`src/rtl/core/ast_pkg.sv`:
```
// ast_pkg: shared types, constants and character codes for the tokenizer
// no dependencies; used by ast_front, ast_queue, ast_back and the top level

package ast_pkg;

    // position and literal widths
    localparam int POS_BITS = 16;
    localparam int VAL_BITS = 32;
    // headroom for acc * 16 + 15
    localparam int ACC_EXT_BITS = VAL_BITS + 5;

    // token records held between front and back
    localparam int TOK_SLOTS = 3;
    localparam int CNT_BITS = 2;
    localparam int SLOT_IDX_BITS = 2;
    localparam int QUEUE_DEPTH = 4;
    localparam int QPTR_BITS = $clog2(QUEUE_DEPTH);
    localparam int QCNT_BITS = $clog2(QUEUE_DEPTH + 1);

    // character codes
    localparam logic [7:0] CH_TAB    = 8'h09;
    localparam logic [7:0] CH_LF     = 8'h0A;
    localparam logic [7:0] CH_VT     = 8'h0B;
    localparam logic [7:0] CH_FF     = 8'h0C;
    localparam logic [7:0] CH_CR     = 8'h0D;
    localparam logic [7:0] CH_SPACE  = 8'h20;
    localparam logic [7:0] CH_HASH   = 8'h23;
    localparam logic [7:0] CH_DOLLAR = 8'h24;
    localparam logic [7:0] CH_PCT    = 8'h25;
    localparam logic [7:0] CH_LPAREN = 8'h28;
    localparam logic [7:0] CH_RPAREN = 8'h29;
    localparam logic [7:0] CH_COMMA  = 8'h2C;
    localparam logic [7:0] CH_DOT    = 8'h2E;
    localparam logic [7:0] CH_ZERO   = 8'h30;
    localparam logic [7:0] CH_NINE   = 8'h39;
    localparam logic [7:0] CH_SEMI   = 8'h3B;
    localparam logic [7:0] CH_AT     = 8'h40;
    localparam logic [7:0] CH_UPPER_A = 8'h41;
    localparam logic [7:0] CH_UPPER_F = 8'h46;
    localparam logic [7:0] CH_UPPER_Z = 8'h5A;
    localparam logic [7:0] CH_LSQ    = 8'h5B;
    localparam logic [7:0] CH_RSQ    = 8'h5D;
    localparam logic [7:0] CH_UNDER  = 8'h5F;
    localparam logic [7:0] CH_LOWER_A = 8'h61;
    localparam logic [7:0] CH_LOWER_F = 8'h66;
    localparam logic [7:0] CH_LOWER_Z = 8'h7A;

    // token kinds
    typedef enum logic [3:0] {
        TK_NEWLINE = 4'd0,
        TK_LPAREN  = 4'd1,
        TK_RPAREN  = 4'd2,
        TK_LSQUARE = 4'd3,
        TK_RSQUARE = 4'd4,
        TK_COMMA   = 4'd5,
        TK_IDENT   = 4'd6,
        TK_DECIMAL = 4'd7,
        TK_HEX     = 4'd8,
        TK_BINARY  = 4'd9,
        TK_COMMENT = 4'd10,
        TK_ERROR   = 4'd11,
        TK_END     = 4'd12
    } kind_t;

    // input item
    typedef struct packed {
        logic [7:0] char_code;
        logic       is_final;
    } src_item_t;

    // result item
    typedef struct packed {
        kind_t       token_kind;
        logic [31:0] token_value;
        logic [15:0] start_offset;
        logic [15:0] token_length;
        logic        value_overflow;
        logic        last_of_run;
    } tok_item_t;

    // all tokens caused by one byte, packed from slot 0
    typedef struct packed {
        logic [CNT_BITS-1:0]               count;
        tok_item_t [TOK_SLOTS-1:0]         slot;
    } tok_rec_t;

    // queue status seen by the back end
    typedef struct packed {
        logic     empty;
        tok_rec_t head;
    } q_head_t;

    // whitespace test
    function automatic logic is_space(input logic [7:0] c);
        return (c == CH_SPACE) || (c == CH_TAB) || (c == CH_LF) || (c == CH_VT)
            || (c == CH_FF) || (c == CH_CR);
    endfunction

    function automatic logic is_alpha(input logic [7:0] c);
        return ((c >= CH_LOWER_A) && (c <= CH_LOWER_Z))
            || ((c >= CH_UPPER_A) && (c <= CH_UPPER_Z));
    endfunction

    function automatic logic is_digit(input logic [7:0] c);
        return (c >= CH_ZERO) && (c <= CH_NINE);
    endfunction

endpackage

```
`src/rtl/core/ast_front.sv`:
```
// ast_front: scanner that takes one byte per item and builds its token record
// depends on ast_pkg; feeds ast_queue

module ast_front
(
    input  logic                clk,
    input  logic                rst_n,
    input  logic                src_valid,
    output logic                src_ready,
    input  ast_pkg::src_item_t  src_item,
    input  logic                q_full,
    output logic                q_push,
    output ast_pkg::tok_rec_t   q_rec
);

    typedef enum logic [7:0] {
        M_START   = 8'b0000_0001,
        M_IDENT   = 8'b0000_0010,
        M_PREFIX  = 8'b0000_0100,
        M_DEC     = 8'b0000_1000,
        M_HEX     = 8'b0001_0000,
        M_BIN     = 8'b0010_0000,
        M_COMMENT = 8'b0100_0000,
        M_INVALID = 8'b1000_0000
    } mode_t;

    mode_t                              mode_reg, mode_next;
    logic [ast_pkg::POS_BITS-1:0]       anchor_reg, anchor_next;
    logic [ast_pkg::POS_BITS-1:0]       pos_reg, pos_next;
    logic [ast_pkg::VAL_BITS-1:0]       acc_reg, acc_next;
    logic                               ovf_reg, ovf_next;
    logic                               dig_reg, dig_next;

    logic                               take;
    logic [7:0]                         c;
    logic                               sp;
    logic [4:0]                         base;
    logic [4:0]                         dval;
    logic                               dval_ok;
    logic [ast_pkg::ACC_EXT_BITS-1:0]   acc_ext;
    logic [ast_pkg::ACC_EXT_BITS-1:0]   acc_prod;
    logic [ast_pkg::ACC_EXT_BITS-1:0]   acc_sum;
    logic                               acc_sat;
    logic [ast_pkg::VAL_BITS-1:0]       acc_new;
    logic [ast_pkg::POS_BITS-1:0]       pos_inc;
    logic                               redo;
    logic                               cl_v, sg_v, en_v;
    ast_pkg::tok_item_t                 cl_tok, sg_tok, en_tok;

    assign take = src_valid && src_ready;
    assign src_ready = !q_full;
    assign c = src_item.char_code;
    assign sp = ast_pkg::is_space(c);
    assign pos_inc = pos_reg + 1'b1;

    // digit base of the current literal
    always_comb
    begin
        case (mode_reg)
            M_HEX:   base = 5'd16;
            M_BIN:   base = 5'd2;
            default: base = 5'd10;
        endcase
    end

    // digit value of the byte
    always_comb
    begin
        dval = 5'd16;
        if (ast_pkg::is_digit(c))
        begin
            dval = 5'(c - ast_pkg::CH_ZERO);
        end
        else if ((c >= ast_pkg::CH_LOWER_A) && (c <= ast_pkg::CH_LOWER_F))
        begin
            dval = 5'(c - ast_pkg::CH_LOWER_A + 8'd10);
        end
        else if ((c >= ast_pkg::CH_UPPER_A) && (c <= ast_pkg::CH_UPPER_F))
        begin
            dval = 5'(c - ast_pkg::CH_UPPER_A + 8'd10);
        end
    end
    assign dval_ok = dval < base;

    // acc * base + digit with saturation, by shifts and adds
    assign acc_ext = ast_pkg::ACC_EXT_BITS'(acc_reg);
    always_comb
    begin
        case (mode_reg)
            M_HEX:   acc_prod = acc_ext << 4;
            M_BIN:   acc_prod = acc_ext << 1;
            default: acc_prod = (acc_ext << 3) + (acc_ext << 1);
        endcase
    end
    assign acc_sum = acc_prod + ast_pkg::ACC_EXT_BITS'(dval);
    assign acc_sat = |acc_sum[ast_pkg::ACC_EXT_BITS-1:ast_pkg::VAL_BITS];
    assign acc_new = acc_sat ? '1 : acc_sum[ast_pkg::VAL_BITS-1:0];

    // scan step for one byte
    always_comb
    begin
        mode_next   = mode_reg;
        anchor_next = anchor_reg;
        pos_next    = pos_inc;
        acc_next    = acc_reg;
        ovf_next    = ovf_reg;
        dig_next    = dig_reg;
        redo        = 1'b0;

        cl_v = 1'b0;
        cl_tok.token_kind     = ast_pkg::TK_ERROR;
        cl_tok.token_value    = '0;
        cl_tok.start_offset   = 16'(anchor_reg);
        cl_tok.token_length   = 16'(pos_reg - anchor_reg);
        cl_tok.value_overflow = 1'b0;
        cl_tok.last_of_run    = 1'b0;

        sg_v = 1'b0;
        sg_tok.token_kind     = ast_pkg::TK_NEWLINE;
        sg_tok.token_value    = '0;
        sg_tok.start_offset   = 16'(pos_reg);
        sg_tok.token_length   = 16'd1;
        sg_tok.value_overflow = 1'b0;
        sg_tok.last_of_run    = 1'b0;

        en_v = 1'b0;
        en_tok.token_kind     = ast_pkg::TK_END;
        en_tok.token_value    = '0;
        en_tok.start_offset   = 16'(pos_inc);
        en_tok.token_length   = 16'd0;
        en_tok.value_overflow = 1'b0;
        en_tok.last_of_run    = 1'b0;

        // continue or close the pending token
        case (mode_reg)
            M_IDENT:
            begin
                if (sp)
                begin
                    cl_v = 1'b1;
                    cl_tok.token_kind = ast_pkg::TK_IDENT;
                    redo = 1'b1;
                end
                else if (!((c == ast_pkg::CH_UNDER) || ast_pkg::is_alpha(c)
                           || ast_pkg::is_digit(c)))
                begin
                    mode_next = M_INVALID;
                end
            end
            M_PREFIX:
            begin
                if (c == ast_pkg::CH_DOLLAR)
                begin
                    mode_next = M_HEX;
                end
                else if (c == ast_pkg::CH_PCT)
                begin
                    mode_next = M_BIN;
                end
                else if (ast_pkg::is_digit(c))
                begin
                    mode_next = M_DEC;
                    acc_next  = acc_new;
                    ovf_next  = ovf_reg | acc_sat;
                    dig_next  = 1'b1;
                end
                else if (sp)
                begin
                    cl_v = 1'b1;
                    redo = 1'b1;
                end
                else
                begin
                    mode_next = M_INVALID;
                end
            end
            M_DEC, M_HEX, M_BIN:
            begin
                if (sp)
                begin
                    cl_v = 1'b1;
                    redo = 1'b1;
                    if (dig_reg)
                    begin
                        cl_tok.token_value    = 32'(acc_reg);
                        cl_tok.value_overflow = ovf_reg;
                        case (mode_reg)
                            M_HEX:   cl_tok.token_kind = ast_pkg::TK_HEX;
                            M_BIN:   cl_tok.token_kind = ast_pkg::TK_BINARY;
                            default: cl_tok.token_kind = ast_pkg::TK_DECIMAL;
                        endcase
                    end
                end
                else if (!dval_ok)
                begin
                    mode_next = M_INVALID;
                end
                else
                begin
                    acc_next = acc_new;
                    ovf_next = ovf_reg | acc_sat;
                    dig_next = 1'b1;
                end
            end
            M_COMMENT:
            begin
                if (c == ast_pkg::CH_LF)
                begin
                    cl_v = 1'b1;
                    cl_tok.token_kind = ast_pkg::TK_COMMENT;
                    redo = 1'b1;
                end
            end
            M_INVALID:
            begin
                if (sp)
                begin
                    cl_v = 1'b1;
                    redo = 1'b1;
                end
            end
            default:
            begin
                redo = 1'b1;
            end
        endcase

        // start a new token at this byte
        if (redo)
        begin
            anchor_next = pos_reg;
            mode_next   = M_START;
            case (c)
                ast_pkg::CH_LF:
                begin
                    sg_v = 1'b1;
                    sg_tok.token_kind = ast_pkg::TK_NEWLINE;
                end
                ast_pkg::CH_LPAREN:
                begin
                    sg_v = 1'b1;
                    sg_tok.token_kind = ast_pkg::TK_LPAREN;
                end
                ast_pkg::CH_RPAREN:
                begin
                    sg_v = 1'b1;
                    sg_tok.token_kind = ast_pkg::TK_RPAREN;
                end
                ast_pkg::CH_LSQ:
                begin
                    sg_v = 1'b1;
                    sg_tok.token_kind = ast_pkg::TK_LSQUARE;
                end
                ast_pkg::CH_RSQ:
                begin
                    sg_v = 1'b1;
                    sg_tok.token_kind = ast_pkg::TK_RSQUARE;
                end
                ast_pkg::CH_COMMA:
                begin
                    sg_v = 1'b1;
                    sg_tok.token_kind = ast_pkg::TK_COMMA;
                end
                ast_pkg::CH_SEMI:
                begin
                    mode_next = M_COMMENT;
                end
                ast_pkg::CH_AT, ast_pkg::CH_DOT, ast_pkg::CH_DOLLAR:
                begin
                    mode_next = M_INVALID;
                end
                ast_pkg::CH_HASH:
                begin
                    mode_next = M_PREFIX;
                    acc_next  = '0;
                    ovf_next  = 1'b0;
                    dig_next  = 1'b0;
                end
                default:
                begin
                    if ((c == ast_pkg::CH_UNDER) || ast_pkg::is_alpha(c))
                    begin
                        mode_next = M_IDENT;
                    end
                end
            endcase
        end

        // last byte of the buffer: end token and back to reset state
        if (src_item.is_final)
        begin
            en_v        = 1'b1;
            mode_next   = M_START;
            anchor_next = '0;
            pos_next    = '0;
            acc_next    = '0;
            ovf_next    = 1'b0;
            dig_next    = 1'b0;
        end
    end

    // pack the tokens of this byte from slot 0 upward
    always_comb
    begin
        q_rec.count = ast_pkg::CNT_BITS'({1'b0, cl_v} + {1'b0, sg_v} + {1'b0, en_v});
        q_rec.slot[0] = cl_v ? cl_tok : (sg_v ? sg_tok : en_tok);
        q_rec.slot[1] = (cl_v && sg_v) ? sg_tok : en_tok;
        q_rec.slot[2] = en_tok;
    end
    assign q_push = take && (cl_v || sg_v || en_v);

    // scan state
    always_ff @(posedge clk or negedge rst_n)
    begin
        if (!rst_n)
        begin
            mode_reg   <= M_START;
            anchor_reg <= '0;
            pos_reg    <= '0;
            acc_reg    <= '0;
            ovf_reg    <= 1'b0;
            dig_reg    <= 1'b0;
        end
        else if (take)
        begin
            mode_reg   <= mode_next;
            anchor_reg <= anchor_next;
            pos_reg    <= pos_next;
            acc_reg    <= acc_next;
            ovf_reg    <= ovf_next;
            dig_reg    <= dig_next;
        end
    end

    // a final byte always restarts the offset count
    a_final_restarts: assert property (@(posedge clk) disable iff (!rst_n)
        (take && src_item.is_final) |=> (pos_reg == '0) && (mode_reg == M_START))
        else $error("offset not restarted after final byte");

    // a pushed record is never empty
    a_push_nonempty: assert property (@(posedge clk) disable iff (!rst_n)
        q_push |-> (q_rec.count != '0))
        else $error("empty token record pushed");

    // no push while the queue is full
    a_no_push_full: assert property (@(posedge clk) disable iff (!rst_n)
        q_full |-> !q_push)
        else $error("push into full queue");

endmodule

```
`src/rtl/core/ast_queue.sv`:
```
// ast_queue: short queue of token records between scanner and output stage
// depends on ast_pkg

module ast_queue
(
    input  logic                clk,
    input  logic                rst_n,
    input  logic                push,
    input  ast_pkg::tok_rec_t   push_rec,
    output logic                full,
    input  logic                pop,
    output ast_pkg::q_head_t    head
);

    ast_pkg::tok_rec_t                  entry_reg [ast_pkg::QUEUE_DEPTH];
    logic [ast_pkg::QPTR_BITS-1:0]      wr_ptr_reg, wr_ptr_next;
    logic [ast_pkg::QPTR_BITS-1:0]      rd_ptr_reg, rd_ptr_next;
    logic [ast_pkg::QCNT_BITS-1:0]      cnt_reg, cnt_next;

    assign full = (cnt_reg == ast_pkg::QCNT_BITS'(ast_pkg::QUEUE_DEPTH));
    assign head.empty = (cnt_reg == '0);
    assign head.head = entry_reg[rd_ptr_reg];

    // pointer and fill count update
    always_comb
    begin
        wr_ptr_next = push ? wr_ptr_reg + 1'b1 : wr_ptr_reg;
        rd_ptr_next = pop ? rd_ptr_reg + 1'b1 : rd_ptr_reg;
        cnt_next = cnt_reg + ast_pkg::QCNT_BITS'(push) - ast_pkg::QCNT_BITS'(pop);
    end

    always_ff @(posedge clk or negedge rst_n)
    begin
        if (!rst_n)
        begin
            wr_ptr_reg <= '0;
            rd_ptr_reg <= '0;
            cnt_reg    <= '0;
        end
        else
        begin
            wr_ptr_reg <= wr_ptr_next;
            rd_ptr_reg <= rd_ptr_next;
            cnt_reg    <= cnt_next;
        end
    end

    // record storage
    always_ff @(posedge clk)
    begin
        if (push)
        begin
            entry_reg[wr_ptr_reg] <= push_rec;
        end
    end

    a_cnt_bound: assert property (@(posedge clk) disable iff (!rst_n)
        cnt_reg <= ast_pkg::QCNT_BITS'(ast_pkg::QUEUE_DEPTH))
        else $error("queue count out of range");

    a_no_pop_empty: assert property (@(posedge clk) disable iff (!rst_n)
        head.empty |-> !pop)
        else $error("pop from empty queue");

endmodule

```
`src/rtl/core/ast_back.sv`:
```
// ast_back: output stage that sends the tokens of each record one per cycle while tok_ready holds
// depends on ast_pkg; reads ast_queue

module ast_back
(
    input  logic                clk,
    input  logic                rst_n,
    input  ast_pkg::q_head_t    head,
    output logic                pop,
    output logic                tok_valid,
    input  logic                tok_ready,
    output ast_pkg::tok_item_t  tok_item
);

    logic                                   out_valid_reg, out_valid_next;
    ast_pkg::tok_item_t                     out_item_reg, out_item_next;
    logic [ast_pkg::SLOT_IDX_BITS-1:0]      idx_reg, idx_next;
    logic                                   load_ok;
    logic                                   slot_last;

    assign tok_valid = out_valid_reg;
    assign tok_item  = out_item_reg;
    assign load_ok   = !out_valid_reg || tok_ready;
    assign slot_last = (ast_pkg::CNT_BITS'(idx_reg) + 1'b1) == head.head.count;

    // load the next token of the head record into the output register
    always_comb
    begin
        out_valid_next = out_valid_reg;
        out_item_next  = out_item_reg;
        idx_next       = idx_reg;
        pop            = 1'b0;
        if (load_ok)
        begin
            out_valid_next = !head.empty;
            if (!head.empty)
            begin
                out_item_next = head.head.slot[idx_reg];
                out_item_next.last_of_run = slot_last;
                if (slot_last)
                begin
                    pop      = 1'b1;
                    idx_next = '0;
                end
                else
                begin
                    idx_next = idx_reg + 1'b1;
                end
            end
        end
    end

    always_ff @(posedge clk or negedge rst_n)
    begin
        if (!rst_n)
        begin
            out_valid_reg <= 1'b0;
            idx_reg       <= '0;
        end
        else
        begin
            out_valid_reg <= out_valid_next;
            idx_reg       <= idx_next;
        end
    end

    always_ff @(posedge clk)
    begin
        out_item_reg <= out_item_next;
    end

    // a record leaves the queue only with its last token
    a_pop_marks_last: assert property (@(posedge clk) disable iff (!rst_n)
        pop |=> (tok_valid && tok_item.last_of_run))
        else $error("record popped without its last token");

    // slot index stays inside the record
    a_idx_in_record: assert property (@(posedge clk) disable iff (!rst_n)
        !head.empty |-> (ast_pkg::CNT_BITS'(idx_reg) < head.head.count))
        else $error("slot index beyond record");

endmodule

```
`src/rtl/core/assembly_source_tokenizer.sv`:
```
// assembly_source_tokenizer: top level, scanner, record queue and output stage
// depends on ast_pkg, ast_front, ast_queue, ast_back
//
//   channel   dir   handshake              payload
//   src       in    src_valid / src_ready  ast_pkg::src_item_t (one byte)
//   tok       out   tok_valid / tok_ready  ast_pkg::tok_item_t (one token)
//
// one byte is scanned per cycle while the queue has room; its zero to three tokens
// go to a four-record queue, and the output stage sends one token per cycle while
// tok_ready holds; a byte's first token is registered in the queue and then in the
// output register; src_ready drops only while the record queue is full
// rst_n clears scan state, queue pointers and the output valid

module assembly_source_tokenizer
(
    input  logic                clk,
    input  logic                rst_n,
    input  logic                src_valid,
    output logic                src_ready,
    input  ast_pkg::src_item_t  src_item,
    output logic                tok_valid,
    input  logic                tok_ready,
    output ast_pkg::tok_item_t  tok_item
);

    logic               q_full;
    logic               q_push;
    logic               q_pop;
    ast_pkg::tok_rec_t  q_rec;
    ast_pkg::q_head_t   q_head;

    ast_front u_front
    (
        .clk       (clk),
        .rst_n     (rst_n),
        .src_valid (src_valid),
        .src_ready (src_ready),
        .src_item  (src_item),
        .q_full    (q_full),
        .q_push    (q_push),
        .q_rec     (q_rec)
    );

    ast_queue u_queue
    (
        .clk      (clk),
        .rst_n    (rst_n),
        .push     (q_push),
        .push_rec (q_rec),
        .full     (q_full),
        .pop      (q_pop),
        .head     (q_head)
    );

    ast_back u_back
    (
        .clk       (clk),
        .rst_n     (rst_n),
        .head      (q_head),
        .pop       (q_pop),
        .tok_valid (tok_valid),
        .tok_ready (tok_ready),
        .tok_item  (tok_item)
    );

endmodule

```
`config.mk`:
```
export PLATFORM = sky130hd
export DESIGN_NAME = assembly_source_tokenizer
export DESIGN_NICKNAME = d
export VERILOG_FILES = /design/src/rtl/core/ast_pkg.sv /design/src/rtl/core/ast_front.sv /design/src/rtl/core/ast_queue.sv /design/src/rtl/core/ast_back.sv /design/src/rtl/core/assembly_source_tokenizer.sv
export SDC_FILE = /design/constraint.sdc
export NUM_CORES = 1
export LEC_CHECK = 0
export BUFFER_PORTS_ARGS = -buffer_cell sky130_fd_sc_hd__buf_2
export CAP_MARGIN = 20
export CORE_ASPECT_RATIO = 0.9
export CORE_MARGIN = 1
export CORE_UTILIZATION = 50
export CTS_CLUSTER_DIAMETER = 80
export DETAILED_ROUTE_END_ITERATION = 8
export PLACE_DENSITY_LB_ADDON = 0.3
export SLEW_MARGIN = 20
export SYNTH_ARGS = -nofsm -noshare
export SYNTH_HDL_FRONTEND = slang
export SYNTH_SLANG_ARGS = --single-unit
```
`constraint.sdc`:
```
create_clock -name clk -period 6.1 [get_ports clk]
set_clock_uncertainty 0.2 [all_clocks]
set_input_delay 1.22 -clock clk [delete_from_list [all_inputs] [get_ports clk]]
set_output_delay 1.22 -clock clk [all_outputs]
set_load 0.01 [all_outputs]
```
Word level (Yosys, flattened, before mapping)
Memory sizes are Yosys's and may differ from the RTL's.
Index checks and enable logic that the tools add are counted.
{"block": "word_totals", "n_memories": 1, "ram_bits": 632, "regBits": 154, "output_inout_bits": 72, "input_bits": 13, "elab_cells": 193}
{"block": "op_classes", "order_cmp": 10, "bitwise_logic": 2, "n_mux": 82, "eq_ne": 32, "n_addsub": 16, "reduce_logical": 33}
{"name": "u_queue.entry_reg", "words": 4, "word_bits": 158, "read_ports": 1, "rd_clocked_by_memory_dff": 0, "wr": 1, "line": "ast_queue.sv:15", "rtl": "ast_pkg::tok_rec_t entry_reg [ast_pkg::QUEUE_DEPTH];"}
{"operator": "$mux W32", "n": 10}
{"operator": "$mux W70", "n": 4}
{"operator": "$bmux W70 S2", "n": 1}
{"operator": "$eq A8 B6 Y1 const B", "n": 10}
{"operator": "$mux W8", "n": 10}
{"operator": "$pmux W37 S2", "n": 1}
{"operator": "$mux W36", "n": 2}
{"operator": "$pmux W32 S2", "n": 1}
{"operator": "$eq A8 B4 Y1 const B", "n": 6}
{"operator": "$mux W16", "n": 3}
{"operator": "$eq A8 B7 Y1 const B", "n": 5}
{"operator": "$add A37 B5 Y37", "n": 1}
{"operator": "$add A35 B33 Y36", "n": 1}
{"operator": "$mux W1", "n": 33}
{"operator": "$le A8 B7 Y1 const B", "n": 4}
{"operator": "$pmux W8 S4", "n": 1}
{"operator": "$pmux W8 S3", "n": 1}
{"operator": "$add A16 B1 Y16 const B", "n": 1}
{"operator": "$ge A8 B7 Y1 const B", "n": 2}
{"operator": "$sub A16 B16 Y16", "n": 1}
{"operator": "$mux W5", "n": 3}
{"operator": "$pmux W3 S5", "n": 1}
{"operator": "$ne A4 B4 Y1 const B", "n": 3}
{"operator": "$pmux W4 S3", "n": 1}
{"operator": "39 further kinds", "n": 69}

Logic depth before layout (Yosys ltp)
Gate-level depths: netlist (run 1).
{"block": "logic_depth", "depth_word": 17, "mapped_depth": 22, "depth_no_buf": 20}

By module
From an unflattened synthesis (run 1), not the netlist that was laid out.
{"block": "hier_totals", "cells_unflattened": 2867, "hier_area_um2": 45302.2}
{"mod": "ast_queue", "instances": 1, "cells_each": 1142, "seq_area_each_um2": 25639.6, "area_each_um2": 30977.2}
{"mod": "ast_front", "instances": 1, "cells_each": 1404, "seq_area_each_um2": 1853.0, "area_each_um2": 10597.7}
{"mod": "ast_back", "instances": 1, "cells_each": 321, "seq_area_each_um2": 2177.1, "area_each_um2": 3727.3}

Worst setup path before layout (run 1)
OpenSTA, ideal clock, no wires.
{"block": "synth_timing", "kind": "input to register", "startpoint": "input port src_item[5] (netlist name)", "endpoint": "memory u_queue.entry_reg[0][100] (netlist name) (enable)", "cell_stages": 10, "required_time_ps": 5421, "path_buffers": 1, "setup_time_ps": 479, "arrival_time_ps": 5934, "setup_slack_ps": -513, "path_cell_list": "nor4b_1 nand2_1 o311ai_1 o31ai_1 and2_1 clkbuf_1 nand2_1 nor2_1 nor2_1 and2_1"}
{"block": "synth_via", "elab_chain_len": 17, "elab_cells_between_ends": 36, "classes_between": "order compare (2); eq/ne (13); mux (11); reduce/logical (10)"}
{"element": "start: declaration", "line": "assembly_source_tokenizer.sv:20", "rtl": "input ast_pkg::src_item_t src_item,"}
{"element": "$eq A8 B6 Y1 or $eq A8 B4 Y1 (tied branches)", "line": "ast_pkg.sv:95", "rtl": "return (c == CH_SPACE) || (c == CH_TAB) || (c == CH_LF) || (c == CH_VT)"}
{"element": "$logic_or A1 B1 Y1 (3 in a row)", "line": "ast_pkg.sv:95"}
{"element": "$logic_or A1 B1 Y1 (2 in a row)", "line": "ast_pkg.sv:96", "rtl": "|| (c == CH_FF) || (c == CH_CR);"}
{"element": "$mux W1"}
{"element": "$mux W1", "line": "ast_front.sv:160", "rtl": "else if (ast_pkg::is_digit(c))"}
{"element": "$mux W1", "line": "ast_front.sv:156", "rtl": "else if (c == ast_pkg::CH_PCT)"}
{"element": "$mux W1", "line": "ast_front.sv:152", "rtl": "if (c == ast_pkg::CH_DOLLAR)"}
{"element": "$pmux W1 S3", "line": "ast_front.sv:135", "rtl": "case (mode_reg)"}
{"element": "$mux W1", "line": "ast_front.sv:229", "rtl": "if (redo)"}
{"element": "$logic_or A1 B1 Y1 (*) (2 in a row)", "line": "ast_front.sv:310", "rtl": "assign q_push = take && (cl_v || sg_v || en_v);"}
{"element": "$logic_and A1 B1 Y1 (*)", "line": "ast_front.sv:310"}
{"element": "net q_push", "line": "assembly_source_tokenizer.sv:27", "rtl": "logic q_push;"}
{"element": "$mux W1 (*)", "line": "ast_queue.sv:51", "rtl": "if (push)"}
{"element": "$mux W1 (not written as such) (*)", "line": "ast_queue.sv:53", "rtl": "entry_reg[wr_ptr_reg] <= push_rec;"}
{"element": "end: declaration", "line": "ast_queue.sv:15"}
The timed path passes the listed nets; every way through them passes the cells marked *.

Final worst setup path (run 1)
{"block": "layout_timing", "startpoint": "input port src_item[1] (netlist name)", "endpoint": "register u_front.acc_reg[6] (netlist name)"}
{"block": "layout_via", "elab_chain_len": 15, "elab_cells_between_ends": 50, "classes_between": "add/sub (6); order compare (7); eq/ne (9); mux (19); reduce/logical (9)"}
{"element": "$sub A5 B1 Y5 (tied with other cells)", "line": "ast_front.sv:76, ast_front.sv:80"}
{"element": "$add A5 B4 Y5 or $logic_and A1 B1 Y1 (tied branches)", "line": "ast_front.sv:76, ast_front.sv:80, ast_front.sv:78"}
{"element": "$mux W5", "line": "ast_front.sv:78", "rtl": "else if ((c >= ast_pkg::CH_UPPER_A) && (c <= ast_pkg::CH_UPPER_F))"}
{"element": "$mux W5", "line": "ast_front.sv:74", "rtl": "else if ((c >= ast_pkg::CH_LOWER_A) && (c <= ast_pkg::CH_LOWER_F))"}
{"element": "$mux W5", "line": "ast_front.sv:70", "rtl": "if (ast_pkg::is_digit(c))"}
{"element": "$add A37 B5 Y37", "line": "ast_front.sv:95", "rtl": "assign acc_sum = acc_prod + ast_pkg::ACC_EXT_BITS'(dval);"}
{"element": "$reduce_or A5 Y1", "line": "ast_front.sv:96", "rtl": "assign acc_sat = |acc_sum[ast_pkg::ACC_EXT_BITS-1:ast_pkg::VAL_BITS];"}
{"element": "$mux W32", "line": "ast_front.sv:97", "rtl": "assign acc_new = acc_sat ? '1 : acc_sum[ast_pkg::VAL_BITS-1:0];"}
{"element": "$mux W32", "line": "ast_front.sv:160"}
{"element": "$mux W32", "line": "ast_front.sv:156"}
{"element": "$mux W32", "line": "ast_front.sv:152"}
{"element": "$pmux W32 S2", "line": "ast_front.sv:135"}
{"element": "$mux W32", "line": "ast_front.sv:233", "rtl": "case (c)"}
{"element": "$mux W32 (*)", "line": "ast_front.sv:229"}
{"element": "$mux W32 (*)", "line": "ast_front.sv:290", "rtl": "if (src_item.is_final)"}
{"element": "end signal: assignment", "line": "ast_front.sv:329", "rtl": "acc_reg <= acc_next;"}
{"element": "end: declaration", "line": "ast_front.sv:30", "rtl": "logic [ast_pkg::VAL_BITS-1:0] acc_reg, acc_next;"}
Mark *: on every way between the ends. The rest lies on a longest branch, timed or not.
A chain may end at the register's enable or synchronous reset.

==> results of run 1 <==
-- layer usage --
| layer | global-route usage | part of all wire | routed length [µm] |
|---|---|---|---|
| met4 | 0.07703 | 0.026 | 1720 |
| met2 | 0.3888 | 0.49 | 32190 |
| met1 | 0.3101 | 0.43 | 27990 |
| met3 | 0.03670 | 0.052 | 3420 |
| met5 | 0 | 0.0013 | 83 |
-- cell families after synthesis --
group / synth area share
DFF: 0.6085
and+or+nand+nor: 0.1075
AOI/OAI and AO/OA: 0.09814
buffers and inverters: 0.03143
muxes: 0.09689
xor gates and xnor gates: 0.02637
adders and majority gates: 0.03103
other: 0.0001328
-- where the power goes --
part           internal (mW)  leakage [nW]  total (mW)  switching (mW)
clock network           2.07         0.934        3.56            1.49
logic                   1.37          4.71        3.16            1.79
registers               5.08          5.98        5.32           0.239
total                   8.51          11.6        12.0            3.53
-- layout make-up --
class / count / area (µm²)
Antenna cell: 2 / 5.005
Clock buffer: 76 / 1570
Clock inverter: 33 / 339.1
Fill cell: 4429 / 24280
Inverter: 74 / 277.8
Multi-Input combinational cell: 1264 / 10220
Sequential cell: 586 / 17190
Tap cell: 756 / 945.9
Timing Repair Buffer: 137 / 883.3
-- worst reg2reg max path: cells and delay by family, from the launching register on --
kind | cells | cell delay [ns]
AOI/OAI and AO/OA | 6 | 2.14
xor gates and xnor gates | 1 | 0.12
adders and majority gates | 2 | 0.69
DFF | 1 | 0.46
and+or+nand+nor | 4 | 1.80
-- path summary, 6_finish.rpt --
kind,from,to,slack (ns)
hold / removal,rst_n,u_queue.cnt_reg[1]$_DFF_PN0_,0.23
setup / recovery,src_item[1],u_front.acc_reg[6]$_DFFE_PN0P_,0.57
setup reg to reg,u_front.acc_reg[2]$_DFFE_PN0P_,u_front.acc_reg[6]$_DFFE_PN0P_,0.57
hold reg to reg,u_front.ovf_reg$_DFFE_PN0P_,u_front.ovf_reg$_DFFE_PN0P_,0.29
min in group clk,u_front.ovf_reg$_DFFE_PN0P_,u_front.ovf_reg$_DFFE_PN0P_,0.29
max in group asynchronous,rst_n,u_front.mode_reg[4]$_DFFE_PN0P_,4.21
-- synth_stat cells, types with 8 or more instances --
cell      number  area [µm²]
clkbuf_1      80       300.3
mux2i_1       28       280.3
nor4_1         8       50.05
a21o_1        15       112.6
mux4_2       108        2432
nand3_1       58       290.3
o211ai_1      12       90.09
buf_6          8       90.09
o31ai_1        9       67.56
a22oi_1       25       187.7
nor2_1        84       315.3
o22ai_1       28       175.2
nand2_1      141       529.3
and3_1        22       137.6
xnor2_1       53       464.2
or2_2         11       68.82
inv_1         74       277.8
xor2_1        32       280.3
a211oi_1       9       67.56
a221o_1       37       370.4
and2_1        57       356.6
a31oi_1        9       56.30
nand4_1       18       112.6
o21a_1         9       67.56
nor3_1        34       170.2
edfxtp_1     502       15070
nand2b_1      14       87.58
a21oi_1       67       335.3
buf_1         24       90.09
ha_1          62       775.7
o21ai_0       79       395.4
dfrtp_1       83        2077
a22o_1        21       183.9
or3_1          8       50.05
nor2b_1       67       419.2
==> results.ini, run 1 <==
[synth]
synth_area_per_cell_um2=13.82
synth_ff_type=edfxtp_1
ys_types=98
yosysSeqAreaShare=0.6085
ys_ff_latch=586
synth_cells=2042
synth_area_um2=28230
synth_enable_flop_cells=502
yosys_warnings=0
synthArstFlopShare=0.1433

[clock_tree]
cts_setup_buffers=0
clkSinkCount=586
clk_pin_slew_ns=0.06
cts-resized-gates=0
cts_tree=done
cts-buffers-inserted=58
clk_latency_ns=0.63
root_buffer=clkbuf_16
htree_levels=2
cts_hold_buf=0
clockBufferDepth=3

[placed_design]
hpwl_mm=41.86
io_buffers=84
place_area_um2=29480
pre_cts_ws_ns=-0.002859
dp_cells=2815
gp_congestion=0.8923

[timing]
setup_tns_ns=0
tightest_slew_ns=1.028
hold_viol=0
setup_ws_ns=0.5663
setup_viol=0
slew-limit-headroom=0.3144
min_period_over_period=0.9072
period_needed_ns=5.534
rsz0062_at_grt=false
slew_violations=0
timing.fmax_mhz=180.7
fin_hold_ws_ns=0.2337

[floorplanning]
die_h_um=227.4
fp.coreArea_um2=55710
initial_core_util=0.5067
die_x_um=252.5
row_count=82
dieArea_um2=57410
ioPinCount=85

[job]
max-cap-violations=0

[setup_path]
rr_worst_depth=13
cp_slowest_cell=or4b_1
critical_path_buf_inv_count=3
path_class=in -> reg
startpoint_type=input pin
cp-end-kind=flip-flop
arrival_ns=5.84
path_depth=20
crit_fanout=33
crit_family=simple AND/OR/NAND/NOR gates
cp_cell_sequence=buf_2, inv_1, ha_1, o21ba_2, o21ai_0, o41ai_1, a21oi_1, inv_1, ha_1, a21o_1, a21oi_1, nor2b_1, nor2_1, nor2_2, nand3_2, or4b_1, or4_4, or4_1, a31o_2, a221o_1
cp.required_ns=6.41
cpPeakStageDelay_ns=0.56

[grt]
grt_max_degree=87
antenna_found_initial=7
gr-usage-all-layers=0.2319
grt_pass1_vias=17740
grt_pass1_wl_mm=102.1
grt_overflow_total=0

[routing]
wl_mm=65.41
ant_nets=0
post_drt_wl_per_cell_um=22.34
via_count=17610
drt_iter0_markers=1250
drc_errors=0
vias_per_cell=6.015
dr.pass1.iters=5

[pwr]
irDropWorstVdd_uv=337.7
power_density_nw_per_um2=383.1
leakage_nw=11.62
power_mw=12.04

[layout]
postLayoutCoreUtil=0.5641
instances_no_fill=2928
design_area_um2=31430
mostFrequentLayoutCells=502 x edfxtp_1, 141 x nand2_1, 108 x mux4_2
syn2layout_area_growth_pct=11.33
final_layout_size_suffix_gt1_frac=0.1811
largest_register_ffs=432
nNetsFinal=2201
final_common_cell=edfxtp_1

[outcome]
status=finished clean

[hold_path]
hp-class=in -> async

Note: power is estimated with default switching activity, not from simulation.
==> run 2, diff against run 1 <==
Clock period 6.1 ns to 5.7 ns, I/O delays scaled along.
==> run 2 against run 1 <==
Clock power rose by 5%. Non-clock buffer count rose by 19. Clock-buffer cell count rose by 10. Routed wire length fell by 1.3%. Cell count rose by 0.65%. Total power rose by 6.0%. Hold slack improved by 0.031 ns. Critical path depth fell by 7. Design area rose by 0.59%. Setup slack got worse by 0.16 ns. Sequential share of layout area fell by 0.32 points. Sequential cell count did not move. Critical endpoint is now u_front.acc_reg[11]$_DFFE_PN0P_. Largest cell class unchanged.
==> results.ini, run 2 (synthesized netlist as in run 1, its figures left out) <==
[timing]
tightest_slew_ns=1.039  ; +0.01061 ns
rsz0062_at_grt=false
setup_viol=0  ; unchanged
slew-limit-headroom=0.3057  ; -0.008751
fin_hold_ws_ns=0.2647  ; +0.03102 ns
timing.fmax_mhz=188.9
setup_ws_ns=0.4055  ; -0.1608 ns
min_period_over_period=0.9289
hold_viol=0  ; unchanged
period_needed_ns=5.294
slew_violations=0  ; unchanged

[grt]
grt_pass1_wl_mm=100.2  ; -1.8%
grt_pass1_vias=17600  ; -0.76%
grt_max_degree=76  ; -13%
gr-usage-all-layers=0.2275  ; -0.004426
antenna_found_initial=7  ; unchanged
grt_overflow_total=0  ; unchanged

[layout]
syn2layout_area_growth_pct=11.99
final_common_cell=edfxtp_1
largest_register_ffs=432  ; unchanged
mostFrequentLayoutCells=502 x edfxtp_1, 141 x nand2_1, 108 x mux4_2
instances_no_fill=2947  ; +0.65%
postLayoutCoreUtil=0.5675  ; +0.003346
nNetsFinal=2220  ; +0.86%
final_layout_size_suffix_gt1_frac=0.1868  ; +0.005737

[routing]
via_count=17680  ; +0.37%
dr.pass1.iters=7  ; +2
post_drt_wl_per_cell_um=21.90  ; -1.9%
vias_per_cell=5.999  ; -0.27%
drt_iter0_markers=1319  ; +5.5%
ant_nets=0  ; unchanged
wl_mm=64.55  ; -1.3%
drc_errors=0  ; unchanged

[setup_path]
cpPeakStageDelay_ns=0.59  ; +0.03 ns
cp_slowest_cell=or4b_1
cp_cell_sequence=ha_1, a211oi_1, nor2_1, a41oi_1, a21boi_0, o32ai_1, nand3_1, or4b_1, or4_4, or4_1, a31o_2, buf_12, a221o_1
cp-end-kind=flip-flop
crit_path_end=u_front.acc_reg[11]$_DFFE_PN0P_
startpoint_type=flip-flop
worst-r2r-setup-slack_ns=0.41  ; -0.16 ns
cp.required_ns=5.98  ; -0.43 ns
r2r-end=u_front.acc_reg[11]$_DFFE_PN0P_
crit_fanout=15  ; -55%
reg2reg_from=u_front.acc_reg[1]$_DFFE_PN0P_
critPathLaunch=u_front.acc_reg[1]$_DFFE_PN0P_
rr_worst_depth=13  ; unchanged
arrival_ns=5.58  ; -0.26 ns
path_class=reg -> reg

[clock_tree]
cts_hold_buf=0  ; unchanged
clkSinkCount=586  ; unchanged
clk_latency_ns=0.61  ; -0.02 ns
cts-resized-gates=0  ; unchanged
cts-buffers-inserted=58  ; unchanged
htree_levels=2  ; unchanged
cts_tree=done
clk_pin_slew_ns=0.06  ; about the same
cts_setup_buffers=0  ; unchanged
clockBufferDepth=3  ; unchanged
root_buffer=clkbuf_16

[placed_design]
hpwl_mm=42.17  ; +0.75%
io_buffers=84  ; unchanged
dp_cells=2836  ; +0.75%
pre_cts_ws_ns=-0.1209  ; -0.1180 ns
gp_congestion=0.9053  ; +1.5%

[floorplanning]
fp.coreArea_um2=55710  ; unchanged
die_h_um=227.4  ; unchanged
dieArea_um2=57410  ; unchanged
initial_core_util=0.5067  ; unchanged
ioPinCount=85  ; unchanged
die_x_um=252.5  ; unchanged
row_count=82  ; unchanged

[pwr]
irDropWorstVdd_uv=326.2  ; -3.4%
power_density_nw_per_um2=403.7  ; +5.4%
leakage_nw=11.72  ; +0.85%
power_mw=12.76  ; +6.0%

[job]
max-cap-violations=0  ; unchanged

[hold_path]
hp-class=reg -> reg

[outcome]
status=finished clean

[run 2: power breakdown]
group	internal (mW)	switching, mW
clock network	2.19	1.54
logic	1.47	1.77
registers	5.44	0.363
total	9.09	3.67
[run 2: how the worst min path moves through the flow]
stage                                            from                     endpoint  cells past startpoint
after floorplan           u_front.ovf_reg$_DFFE_PN0P_  u_front.ovf_reg$_DFFE_PN0P_                      1
after global placement    u_front.ovf_reg$_DFFE_PN0P_  u_front.ovf_reg$_DFFE_PN0P_                      1
after detailed placement  u_front.ovf_reg$_DFFE_PN0P_  u_front.ovf_reg$_DFFE_PN0P_                      1
after CTS                 u_front.ovf_reg$_DFFE_PN0P_  u_front.ovf_reg$_DFFE_PN0P_                      1
after global routing      u_front.ovf_reg$_DFFE_PN0P_  u_front.ovf_reg$_DFFE_PN0P_                      1
final                     u_front.ovf_reg$_DFFE_PN0P_  u_front.ovf_reg$_DFFE_PN0P_                      1
[run 2: per-layer routing]
metal | vias up | share of wire | global-route usage | routed length [µm]
met3 | 119 | 0.056 | 0.03430 | 3633
li1 | 8076 | - | - | -
met1 | 8958 | 0.42 | 0.3062 | 27330
met5 | - | 0.00099 | 0 | 64
met4 | 10 | 0.024 | 0.06921 | 1559
met2 | 515 | 0.50 | 0.3835 | 31960
[run 2: area by class of cell]
cell class,count,area [µm²]
diodes,2,5.005
clock buffers,86,1659
clock inverters,23,221.5
fillers,4400,24100
inverters,74,277.8
multi-input cells,1264,10220
flip-flops and latches,586,17190
well taps,756,945.9
repair buffers,156,1101
[run 2: per-stage QoR]
stage / TNS [ns] / area (µm²)
after floorplan: 0 / 28260
final: 0 / 31610
after global placement: -2.216 / 29720
after detailed placement: -3.283 / 29720
after global routing: 0 / 31610
after CTS: 0 / 31610
[run 2: worst max-delay path: cells and delay by family (launching register included)]
family | cells | cell delay, ns
simple gates | 5 | 2.00
compound gates | 6 | 1.99
flops | 1 | 0.46
fa+ha+maj | 1 | 0.35
buf+inv | 1 | 0.16
==> run 3, diff against run 2 <==
Settings changed: RECOVER_POWER set to 100.
==> run 3 against run 2 <==
Critical path type unchanged. Sequential power about the same. Largest cell class unchanged. Design area decreased by 0.79%. Die area unchanged. Clock power about the same. Total power decreased by 0.23%. The run now ends with max-capacitance violations, max-slew violations left. Via count decreased by 0.35%. Global-route usage unchanged.
==> results.ini, run 3 (synthesized netlist as in run 1, its figures left out) <==
[outcome]
status=finished, violations left
violations=max-capacitance violations, max-slew violations

[job]
max-cap-violations=5  ; +5

[layout]
nNetsFinal=2220  ; unchanged
syn2layout_area_growth_pct=11.11
mostFrequentLayoutCells=502 x edfxtp_1, 141 x nand2_1, 108 x mux4_2
final_common_cell=edfxtp_1
nFillCells=4474  ; +1.7%
design_area_um2=31360  ; -0.79%
final_layout_size_suffix_gt1_frac=0.1476  ; -0.03929
largest_register_ffs=432  ; unchanged

[routing]
top_layer=met5
ant_nets=0  ; unchanged
vias_per_cell=5.978  ; -0.35%
drc_errors=0  ; unchanged
via_count=17620  ; -0.35%
drt_iter0_markers=1343  ; +1.8%
post_drt_wl_per_cell_um=21.85  ; -0.23%
wl_met3_mm=3.524  ; -3.0%
met2_length_mm=31.73  ; -0.73%
dr.pass1.iters=5  ; -2
wl_met1_mm=27.39  ; +0.21%
wl_mm=64.41  ; -0.23%

[clock_tree]
cts-resized-gates=0  ; unchanged
clk_latency_ns=0.61  ; about the same
cts_setup_buffers=0  ; unchanged
cts_tree=done
clk_pin_slew_ns=0.06  ; about the same
clockBufferDepth=3  ; unchanged
cts-buffers-inserted=58  ; unchanged
root_buffer=clkbuf_16
htree_levels=2  ; unchanged
clkSinkCount=586  ; unchanged
cts_hold_buf=0  ; unchanged

[pwr]
leakage_nw=11.39  ; -2.8%
switching_share=0.2880  ; +0.0004853
clockPowerShare=0.293  ; about the same
combPwrFrac=0.251  ; -0.003
power_density_nw_per_um2=406.0  ; +0.57%
power.internal_mw=9.066  ; -0.29%
power.share.sequential=0.456  ; +0.002
irDropWorstVdd_uv=326.4  ; about the same
power.switching_mw=3.668  ; about the same

[floorplanning]
ioPinCount=85  ; unchanged
die_x_um=252.5  ; unchanged
die_h_um=227.4  ; unchanged
initial_core_util=0.5067  ; unchanged
dieArea_um2=57410  ; unchanged
row_count=82  ; unchanged
fp.coreArea_um2=55710  ; unchanged

[placed_design]
place_area_um2=29720  ; unchanged
pre_cts_ws_ns=-0.1209  ; unchanged
hpwl_mm=42.17  ; unchanged
gp_congestion=0.9053  ; unchanged
io_buffers=84  ; unchanged

[setup_path]
startpoint_type=flip-flop
reg2reg_from=u_front.acc_reg[2]$_DFFE_PN0P_
cp-end-kind=flip-flop
cp.required_ns=5.98  ; about the same
arrival_ns=5.62  ; +0.04 ns
path_class=reg -> reg
crit_fanout=15  ; unchanged
critPathLaunch=u_front.acc_reg[2]$_DFFE_PN0P_

[timing]
setup_viol=0  ; unchanged
slew_violations=250  ; +250
hold_viol=0  ; unchanged
slew-limit-headroom=-0.9656  ; -1.271
period_needed_ns=5.336  ; +0.04116 ns
timing.fmax_mhz=187.4  ; -0.77%
fin_hold_ws_ns=0.2656  ; +0.0009380 ns
min_period_over_period=0.9361  ; +0.007221
tightest_slew_ns=2.948  ; +1.909 ns
setup_ws_ns=0.3644  ; -0.04116 ns
rsz0062_at_grt=false

[grt]
gr-usage-all-layers=0.2275  ; unchanged
grt_max_degree=76  ; unchanged
grt_pass1_wl_mm=100.2  ; unchanged
grt_overflow_total=0  ; unchanged
antenna_found_initial=7  ; unchanged
grt_pass1_vias=17600  ; unchanged

[hold_path]
worstHoldStart=u_front.ovf_reg$_DFFE_PN0P_
hp-class=reg -> reg

[run 3: cell types whose count changed in the layout (fill, tap and decap cells not counted), moves of 4 or more]
| cell | before | now |
|---|---|---|
| and2_1 | 53 | 13 |
| clkbuf_4 | 0 | 4 |
| and2_0 | 0 | 40 |
| clkbuf_2 | 0 | 5 |
| buf_6 | 0 | 4 |
| clkbuf_1 | 20 | 102 |
| buf_4 | 62 | 49 |
| buf_2 | 83 | 10 |
| buf_12 | 11 | 2 |
[run 3: worst paths after layout]
check	slack, ns	cells after the start	to
max reg2reg	0.36	14	u_front.acc_reg[11]$_DFFE_PN0P_
min reg2reg	0.27	1	u_front.ovf_reg$_DFFE_PN0P_
max in group asynchronous	2.03	2	u_front.acc_reg[4]$_DFFE_PN0P_
min in group asynchronous	1.06	1	u_back.tok_valid$_DFFE_PN0P_
min	0.27	1	u_front.ovf_reg$_DFFE_PN0P_
max	0.36	14	u_front.acc_reg[11]$_DFFE_PN0P_
[run 3: area by class of cell]
class	instances	area [µm²]	share of cell area
multi-input cells	1264	10200	0.3253
flip-flops and latches	586	17190	0.5479
inverters	74	277.8	0.008856
diodes	2	5.005	0.0001596
clock inverters	23	221.5	0.007061
repair buffers	156	865.8	0.02761
clock buffers	86	1659	0.05290
well taps	756	945.9	0.03016
[run 3: power groups by stage]
stage | clock network [mW] | registers (mW) | logic (mW)
2_1_floorplan | 0 | 5.81 | 2.32
3_3_place_gp | 0 | 5.87 | 3.25
3_5_place_dp | 0 | 5.89 | 3.29
4_1_cts | 3.81 | 5.81 | 3.31
5_1_grt | 3.96 | 5.89 | 3.50
6_report | 3.73 | 5.81 | 3.19
[run 3: through the flow]
step / utilization / power [mW] / instances / TNS, ns
floorplan: - / 8.125 / 2049 / 0
global placement: 0.5336 / 9.117 / 2836 / -2.216
detailed placement: 0.5336 / 9.184 / 2836 / -3.283
CTS: 0.5673 / 12.93 / 2945 / 0
global route: 0.5629 / 13.34 / 2945 / 0
finish: 0.5630 / 12.73 / 2947 / 0
[run 3: per-layer routing]
metal	up-vias	track usage
li1	8073	-
met1	8931	0.3062
met2	483	0.3835
met3	120	0.03430
met4	10	0.06921
met5	-	0
[run 3: critical path: stages, from the launching register on]
cell and delay [ns]:
dfrtp_1 0.46, ha_1 0.26, fa_1 0.42, a211oi_2 0.37, o21ai_1 0.18, a21oi_1 0.30, xnor2_1 0.25, a41o_1 0.26
nand3_1 0.19, or4b_1 0.59, or4_4 0.50, or4_1 0.47, a31o_1 0.32, buf_12 0.18, a221o_1 0.27
